==> config.mk <==
export PLATFORM = sky130hd
export DESIGN_NAME = fifo_replacement_queue
export DESIGN_NICKNAME = d
export VERILOG_FILES = /design/src/rtl/core/frq_pkg.sv /design/src/rtl/core/fifo_replacement_queue.sv
export SDC_FILE = /design/constraint.sdc
export NUM_CORES = 2
export LEC_CHECK = 0
export ABC_AREA = 1
export BUFFER_PORTS_ARGS = -buffer_cell sky130_fd_sc_hd__buf_2
export CAP_MARGIN = 10
export CORE_AREA = 2 2 385 387
export DETAILED_ROUTE_END_ITERATION = 7
export DIE_AREA = 0 0 387 389
export PLACE_DENSITY = 0.74
export SYNTH_ARGS = -nofsm -noshare
export SYNTH_HDL_FRONTEND = slang
export SYNTH_SLANG_ARGS = --single-unit
export TNS_END_PERCENT = 30
==> constraint.sdc <==
create_clock -name clk_i -period 4.92 [get_ports clk_i]
set_input_delay 0.246 -clock clk_i [delete_from_list [all_inputs] [get_ports clk_i]]
set_output_delay 0.246 -clock clk_i [all_outputs]
set_load 0.02 [all_outputs]
==> src/rtl/core/frq_pkg.sv <==
// shared types and constants of the fifo replacement queue
// no dependencies
`default_nettype none

package frq_pkg;

  localparam int unsigned QueueDepth = 64;
  localparam int unsigned AddrW      = $clog2(QueueDepth);
  localparam int unsigned CountW     = $clog2(QueueDepth + 1);
  localparam int unsigned KeyW       = 32;
  localparam int unsigned EntryCntW  = 7;

  // operation codes, code 3 is ignored by the block
  typedef enum logic [1:0] {
    FUNC_APPEND = 2'd0,
    FUNC_REMOVE = 2'd1,
    FUNC_POP    = 2'd2
  } func_e;

  typedef enum logic [1:0] {
    STATUS_OK       = 2'd0,
    STATUS_NOTFOUND = 2'd1,
    STATUS_FULL     = 2'd2,
    STATUS_EMPTY    = 2'd3
  } status_e;

  typedef struct packed {
    func_e             func;
    logic [KeyW-1:0]   key;
  } req_t;

  typedef struct packed {
    status_e                status;
    logic [KeyW-1:0]        popped_key;
    logic [KeyW-1:0]        head_key;
    logic                   head_valid;
    logic [EntryCntW-1:0]   entry_count;
  } rsp_t;

endpackage

`default_nettype wire

==> src/rtl/core/fifo_replacement_queue.sv <==
// fifo replacement queue top level: key store, read pipeline and sequencer
// depends on frq_pkg
`default_nettype none

// Keeps cached keys in FIFO replacement order, oldest first at slot zero of a
// single key memory with one write port and one registered read port. A request
// is taken when start_i is high and busy_o is low; exactly one response follows,
// shown on rsp_o for one cycle with done_o high, and it must be taken in that
// cycle since the block cannot be held off. Append, ignored codes, a pop from an
// empty queue and an append to a full queue go from idle straight to the done
// state. Pop and remove walk the memory through the one read port and close the
// gap one entry per cycle. No clearing pass after reset: slots at or above the
// count are never read.
module fifo_replacement_queue (
  input  wire logic          clk_i,
  input  wire logic          rst_ni,
  input  wire logic          start_i,
  input  wire frq_pkg::req_t req_i,
  output logic               busy_o,
  output logic               done_o,
  output frq_pkg::rsp_t      rsp_o
);

  localparam int unsigned AW = frq_pkg::AddrW;
  localparam int unsigned CW = frq_pkg::CountW;
  localparam int unsigned KW = frq_pkg::KeyW;
  localparam int unsigned EW = frq_pkg::EntryCntW;

  // sequencer: search walks for the oldest match, shift closes the gap
  typedef enum logic [3:0] {
    ST_IDLE   = 4'b0001,
    ST_SEARCH = 4'b0010,
    ST_SHIFT  = 4'b0100,
    ST_DONE   = 4'b1000
  } state_e;

  state_e              state_q, state_d;
  logic [CW-1:0]       occ_q, occ_d;      // entries held
  logic [KW-1:0]       head_q, head_d;    // copy of slot zero
  logic [KW-1:0]       key_q;             // key of the request at work
  frq_pkg::status_e    status_q, status_d;
  logic [KW-1:0]       popped_q, popped_d;

  // read pipeline: pointer of next read, slot of data in flight
  logic [CW-1:0]       rd_ptr_q, rd_ptr_d;
  logic [AW-1:0]       rd_idx_q, rd_idx_d;
  logic                rd_vld_q, rd_vld_d;
  logic                rd_issue;

  // key memory
  logic [KW-1:0]       mem [frq_pkg::QueueDepth];
  logic [KW-1:0]       rdata_q;
  logic                mem_we;
  logic [AW-1:0]       mem_waddr;
  logic [KW-1:0]       mem_wdata;

  logic                accept;
  logic                hit;

  assign accept = start_i && (state_q == ST_IDLE);
  // the one shared comparator, fed by the registered read data
  assign hit    = rd_vld_q && (rdata_q == key_q);

  always_comb begin
    state_d   = state_q;
    occ_d     = occ_q;
    head_d    = head_q;
    status_d  = status_q;
    popped_d  = popped_q;
    rd_ptr_d  = rd_ptr_q;
    rd_idx_d  = rd_idx_q;
    rd_issue  = 1'b0;
    mem_we    = 1'b0;
    mem_waddr = occ_q[AW-1:0];
    mem_wdata = req_i.key;

    unique case (state_q)
      ST_IDLE: begin
        if (start_i) begin
          status_d = frq_pkg::STATUS_OK;
          popped_d = '0;
          state_d  = ST_DONE;
          case (req_i.func)
            frq_pkg::FUNC_APPEND: begin
              if (occ_q >= CW'(frq_pkg::QueueDepth)) begin
                status_d = frq_pkg::STATUS_FULL;
              end else begin
                mem_we = 1'b1;
                occ_d  = occ_q + CW'(1);
                if (occ_q == '0) begin
                  head_d = req_i.key;
                end
              end
            end
            frq_pkg::FUNC_REMOVE: begin
              rd_ptr_d = '0;
              state_d  = ST_SEARCH;
            end
            frq_pkg::FUNC_POP: begin
              if (occ_q == '0) begin
                status_d = frq_pkg::STATUS_EMPTY;
              end else begin
                popped_d = head_q;
                rd_ptr_d = CW'(1);
                state_d  = ST_SHIFT;
              end
            end
            default: begin
              // unused code: report current state only
            end
          endcase
        end
      end
      ST_SEARCH: begin
        rd_issue = rd_ptr_q < occ_q;
        if (hit) begin
          // the read already in flight is the first entry to move down
          state_d = ST_SHIFT;
        end else if (!rd_vld_q && !rd_issue) begin
          status_d = frq_pkg::STATUS_NOTFOUND;
          state_d  = ST_DONE;
        end
      end
      ST_SHIFT: begin
        rd_issue = rd_ptr_q < occ_q;
        if (rd_vld_q) begin
          mem_we    = 1'b1;
          mem_waddr = rd_idx_q - AW'(1);
          mem_wdata = rdata_q;
          if (rd_idx_q == AW'(1)) begin
            head_d = rdata_q;
          end
        end
        if (!rd_vld_q && !rd_issue) begin
          occ_d   = occ_q - CW'(1);
          state_d = ST_DONE;
        end
      end
      ST_DONE: begin
        state_d = ST_IDLE;
      end
      default: begin
        state_d = ST_IDLE;
      end
    endcase

    rd_vld_d = rd_issue;
    if (rd_issue) begin
      rd_ptr_d = rd_ptr_q + CW'(1);
      rd_idx_d = rd_ptr_q[AW-1:0];
    end
  end

  // control state
  always_ff @(posedge clk_i or negedge rst_ni) begin
    if (!rst_ni) begin
      state_q  <= ST_IDLE;
      occ_q    <= '0;
      rd_ptr_q <= '0;
      rd_idx_q <= '0;
      rd_vld_q <= 1'b0;
    end else begin
      state_q  <= state_d;
      occ_q    <= occ_d;
      rd_ptr_q <= rd_ptr_d;
      rd_idx_q <= rd_idx_d;
      rd_vld_q <= rd_vld_d;
    end
  end

  // payload registers
  always_ff @(posedge clk_i) begin
    head_q   <= head_d;
    status_q <= status_d;
    popped_q <= popped_d;
    if (accept) begin
      key_q <= req_i.key;
    end
  end

  // key memory, one write and one registered read per cycle
  always_ff @(posedge clk_i) begin
    if (mem_we) begin
      mem[mem_waddr] <= mem_wdata;
    end
    rdata_q <= mem[rd_ptr_q[AW-1:0]];
  end

  assign busy_o = (state_q != ST_IDLE);
  assign done_o = (state_q == ST_DONE);

  always_comb begin
    rsp_o.status      = status_q;
    rsp_o.popped_key  = popped_q;
    rsp_o.head_valid  = (occ_q != '0);
    rsp_o.head_key    = (occ_q != '0) ? head_q : '0;
    rsp_o.entry_count = EW'(occ_q);
  end

endmodule

`default_nettype wire

======== Yosys cells after proc, flatten, opt, wreduce, memory -nomap -nowiden ========
Memory sizes are Yosys's and may differ from the RTL's. A register that Yosys moved wholly into a read port is not among the register bits.
Index checks and enable logic that the tools add are counted.
operators by class
  order comparisons ....................... 2
  reductions and logical operators ........ 20
  bitwise logic cells ..................... 1
  $add $sub $neg .......................... 4
  eq/ne operators ......................... 19
  multiplexer cells ....................... 43
operators with widths
  cell                 count
  $mux 32              9
  $pmux 32 s2          1
  $mux 7               8
  $eq 32x32->1         1
  $pmux 7 s2           2
  $mux 4               4
  $add 7x1->7 const B  2
  $ne 2x2->1 const B   7
  $mux 6               2
  $pmux 4 s3           1
  $mux 2               5
  $pmux 2 s2           2
  $pmux 4 s2           1
  $reduce_and 4->1     2
  $reduce_bool 2->1    4
  $ge 7x7->1 const B   1
  $logic_not 7->1      1
  $lt 7x7->1           1
  $mux 1               7
  $reduce_and 7->1     1
  $reduce_bool 7->1    1
  $sub 7x1->7 const B  1
  $eq 6x1->1 const B   1
  $sub 6x1->6 const B  1
  18 further kinds     23
word-level totals
  input port bits ......................... 37
  RAM bits ................................ 2048
  logic and storage cells ................. 99
  register bits after elaboration ......... 123
  memories ................................ 1
  output and inout port bits .............. 76
memory list
  memory  words  width  rd ports  clocked after Yosys merged registers in  write ports  line                          text
  mem     64     32     1         1                                        1            fifo_replacement_queue.sv:51  logic [KW-1:0] mem [frq_pkg::QueueDepth];

======== Logic depth before layout (Yosys ltp) ========
  depth after elaboration ................. 7
  mapped depth ............................ 13
  mapped depth without buffers ............ 13

======== Worst setup path before layout ========
Ideal clock, no wire load.
  path type ............................... flip-flop to flip-flop
  start ................................... reg state_q[1]
  end ..................................... mem mem[0][0] in the netlist's numbering (data pin)
  period minus slack after synthesis ...... 4.465 ns
  data required time ...................... 4.218 ns
  arrival time ............................ 3.763 ns
  buffers on the path ..................... 2
  setup time .............................. 0.702 ns
  slack ................................... 0.455 ns
  stages on the path, launching flop included .. 8
  cell sequence ........................... dfrtp_1 > inv_2 > nand4_4 > nor2_4 > inv_1 > clkbuf_1 > clkbuf_1 > o21ai_0
on the way
  word-level cells in the longest chain between the ends .. 2
RTL lines
  element                 line                           text
  from (decl)             fifo_replacement_queue.sv:37   state_e state_q, state_d;
  from (signal assigned)  fifo_replacement_queue.sv:163  state_q <= state_d;
  $eq 4x3->1              fifo_replacement_queue.sv:77   unique case (state_q)
  $mux 32                 fifo_replacement_queue.sv:77
  via mem_wdata[0]        fifo_replacement_queue.sv:55   logic [KW-1:0] mem_wdata;
  to (decl)               fifo_replacement_queue.sv:51
The timed path passes the listed nets, and every way through them passes these cells.

======== Worst setup path in the final report ========
  start ................................... reg state_q[0]
  end ..................................... mem mem[29][17] in the netlist's numbering (enable)
on the way
  word-level cells in the longest chain between the ends .. 4
  elaborated cells between the ends (all ways) .. 6
  classes of those cells .................. 2 x eq/ne; 4 x mux
RTL lines
  element                                   line                           text
  $eq 4x3->1 or $eq 4x1->1 (tied branches)  fifo_replacement_queue.sv:77
  $pmux 1 s2                                fifo_replacement_queue.sv:77
  $mux 1                                    fifo_replacement_queue.sv:183  if (mem_we) begin
  $mux 1 (not written as such)              fifo_replacement_queue.sv:184  mem[mem_waddr] <= mem_wdata;
Several ways; a longest one is shown, not always the timed one.

==> results_dict.tcl <==
set metrics [dict create \
    ir_worst_vdd_mv 0.4710 \
    clkSinkCount 2203 \
    grt.overflow.total 0 \
    start_util 0.5971 \
    place.gp.congestion 0.9558 \
    synth.area.top_cells "edfxtp_1, nor2_1, o21ai_0" \
    fin_crit_sh 0.7493 \
    crit_fanout 32 \
    cts_tree "built" \
    htreeDepth 4 \
    synth_fp_nets 6929 \
    synth_top_area_frac 0.7362 \
    io_buffer_count 112 \
    cp.buffers_inverters 3 \
    core_um2 146600 \
    ios 113 \
    grt_antenna_before_repair 9 \
    synth.distinct_cells 42 \
    avgViaCountPerCell 6.471 \
    post_cts_buffers 0 \
    pwr-share-clk 0.300 \
    cts_made_buffers 204 \
    dpl-instance-area_um2 91110 \
    switching_share 0.3477 \
    yosysTopAreaCell "edfxtp_1" \
    fin_setup_tns_ns 0 \
    die_h_um 389 \
    ys.flop_type "edfxtp_1" \
    powerDensity_nw_per_um2 522.8 \
    cts_resized 0 \
    setup_viol 0 \
    slew_headroom 0.1347 \
    path_class "reg2reg" \
    cts-root-buf "clkbuf_16" \
    clock_latency_ns 0.85 \
    power.internal_mw 33.43 \
    final_antenna_net_count 0 \
    grt_usage 0.3257 \
    fp-row-count 141 \
    clock_skew_ns 0.03284 \
    syn_area_per_cell_um2 12.73 \
    clk_pin_slew_worst_paths_ns 0.06 \
    fin_crit_ns 3.687 \
    grt_pass1_vias 55040 \
    synthArstFlopShare 0.01135 \
    start_kind "flop" \
    detail_route.wirelength_mm 247.8 \
    layout-drive-gt1-share 0.1014 \
    grt_setup_unrepaired "no" \
    max_freq_mhz 271.2 \
    p_switching_mw 17.82 \
    hold_violations 0 \
    vias 58790 \
    die_w_um 387 \
    worst_pin_slew_ns 1.293 \
    ys_ff_latch 2203 \
    pwr-share-seq 0.421 \
    outcome "finished, final reports clean" \
    worstHoldPathType "in2reg" \
    clockBufferDepth 3 \
    routedWlPerCell_um 27.27 \
    cap_violations 0 \
    worstPathCellList "inv_2 > nor3_4 > nand2_1 > nor2_1 > nor2_1 > inv_1 > nand3_1 > buf_4 > nor2_4" \
    power_frac_comb 0.280 \
    endpoint_kind "flop" \
    synth_cells 6874 \
    cpLargestDelayFamily "simple AND/OR/NAND/NOR gates" \
    fin_area_um2 98010 \
    fin_nets 7032 \
    critPathMaxStageDelay_ns 0.98 \
    dp_hpwl_mm 141.6 \
    drc_errors 0 \
    fillCellCount 9770 \
    crit_arrival_ns 4.14 \
    yosysWarnings 0 \
    crit_top_cell "nor2_1" \
    crit_slowest_cell "nor2_4" \
    drt-initial-drc-count 9933 \
    worstPathRequired_ns 5.37 \
    dieArea_um2 150500 \
    r2r_slack_ns 1.23 \
    area_growth_pct 11.97 \
    grt_pass1_wl_mm 359.8 \
    netlist_area_um2 87530 \
    dr.pass1.iters 7 \
    synth-edff-count 2146 \
    maxSlewViolCount 0 \
    grt_max_degree 204 \
    ys_seq_area_frac 0.7507 \
    power_leakage_nw 32.50 \
]
-- per-stage QoR --
stage | instances | setup WS, ns | total power [mW] | util | hold WS, ns
2_1_floorplan | 6874 | 0.4549 | 30.59 | - | -0.04959
3_3_place_gp | 8661 | 1.430 | 35.23 | 0.6215 | 0.2711
3_5_place_dp | 8661 | 1.389 | 35.60 | 0.6215 | 0.2816
4_1_cts | 9078 | 1.349 | 50.75 | 0.6681 | 0.002703
5_1_grt | 9080 | 1.110 | 52.97 | 0.6684 | 0.07862
6_report | 9085 | 1.233 | 51.24 | 0.6685 | 0.04642
-- power groups by stage --
stage,Clock [mW],Combinational (mW),Sequential (mW)
floorplan,0,8.77,21.8
global placement,0,13.3,21.9
detailed placement,0,13.7,21.9
CTS,15.4,13.8,21.5
global route,16.1,15.3,21.5
finish,15.4,14.3,21.5
-- path summary, 6_finish.rpt --
check / startpoint / to / cells past startpoint
worst max-delay path: state_q[0] / mem[29][17] / 9
worst min-delay path: req_i[33] / status_q[1] / 5
worst max register to register: state_q[0] / mem[29][17] / 9
worst min register to register: rd_ptr_q[6] / rd_ptr_q[6] / 2
max in group asynchronous: rst_ni / rd_ptr_q[1] / 4
min in group asynchronous: rst_ni / occ_q[1] / 4
-- cell families after synthesis --
group	count (synthesis)	synth area share
fa+ha+maj	18	0.002659
flops	2203	0.7507
simple gates	2266	0.1017
compound gates	1779	0.1128
buf+inv	586	0.02996
xor+xnor	22	0.002201
-- flip-flops by register name, summed over array words and instances (netlist names) --
| signal | cells |
|---|---|
| mem | 2048 |
| head_q | 32 |
| key_q | 32 |
| popped_q | 32 |
| rdata_q | 32 |
| occ_q | 7 |
| rd_ptr_q | 7 |
| rd_idx_q | 6 |
| state_q | 4 |
| status_q | 2 |
| rd_vld_q | 1 |
-- cells in the final DEF, fill, tap and decap left out, types with 37 or more instances in the layout --
cell type | netlist | layout
nor2_1 | 1559 | 1495
clkbuf_1 | 259 | 57
nand3_1 | 239 | 239
clkinv_1 | 2 | 44
nor2_4 | 2 | 67
o211ai_1 | 257 | 257
edfxtp_1 | 2146 | 2146
a21oi_1 | 137 | 137
inv_1 | 124 | 118
clkinv_2 | 0 | 39
buf_4 | 22 | 173
buf_2 | 113 | 112
clkbuf_16 | 0 | 206
o21ai_0 | 957 | 925
nand2_1 | 446 | 446
dlygate4sd3_1 | 0 | 37
o22ai_1 | 231 | 231
o21ai_1 | 187 | 187
-- metal layers --
| metal | routed length (um) | global-route usage |
|---|---|---|
| met4 | 12810 | 0.1589 |
| met3 | 36760 | 0.09601 |
| met1 | 91050 | 0.4592 |
| met2 | 107100 | 0.4679 |
| met5 | 13 | 0 |
-- cell type report --
type / count / area, um^2 / share of cell area
Sequential cell: 2203 / 65730 / 0.6706
Inverter: 132 / 524.3 / 0.005349
Antenna cell: 5 / 12.51 / 0.0001277
Clock buffer: 269 / 5451 / 0.05562
Multi-Input combinational cell: 4085 / 20070 / 0.2048
Clock inverter: 110 / 991.0 / 0.01011
Tap cell: 1930 / 2415 / 0.02464
Timing Repair Buffer: 351 / 2818 / 0.02875
-- worst register-to-register path: stages, from the launching register on --
cell and delay [ns]:
dfstp_2 0.56, inv_2 0.07, nor3_4 0.31, nand2_1 0.20, nor2_1 0.18, nor2_1 0.17, inv_1 0.20, nand3_1 0.28
buf_4 0.34, nor2_4 0.98
-- synthesized netlist by cell type (3+ instances only) --
cell type and number:
buf_2 113, inv_1 124, nor2_1 1559, buf_6 25, o21ai_1 187, a22oi_1 4, nand3_1 239, dfrtp_1 24
clkbuf_1 259, nand2_1 446, edfxtp_1 2146, dfxtp_1 32, o21ai_2 3, xnor2_1 10, o22ai_1 231, nand4_1 3
buf_4 22, o21ai_0 957, ha_1 17, inv_2 6, buf_1 34, a21oi_1 137, nor3_1 5, xor2_1 12
o211ai_1 257
-- timing repair --
action / CTS / global route
endpoints found under the hold margin: 109 / 0
hold buffers: 38 / 0
endpoints found under the setup margin: 0 / 0
Note: power is estimated with default switching activity, not from simulation.
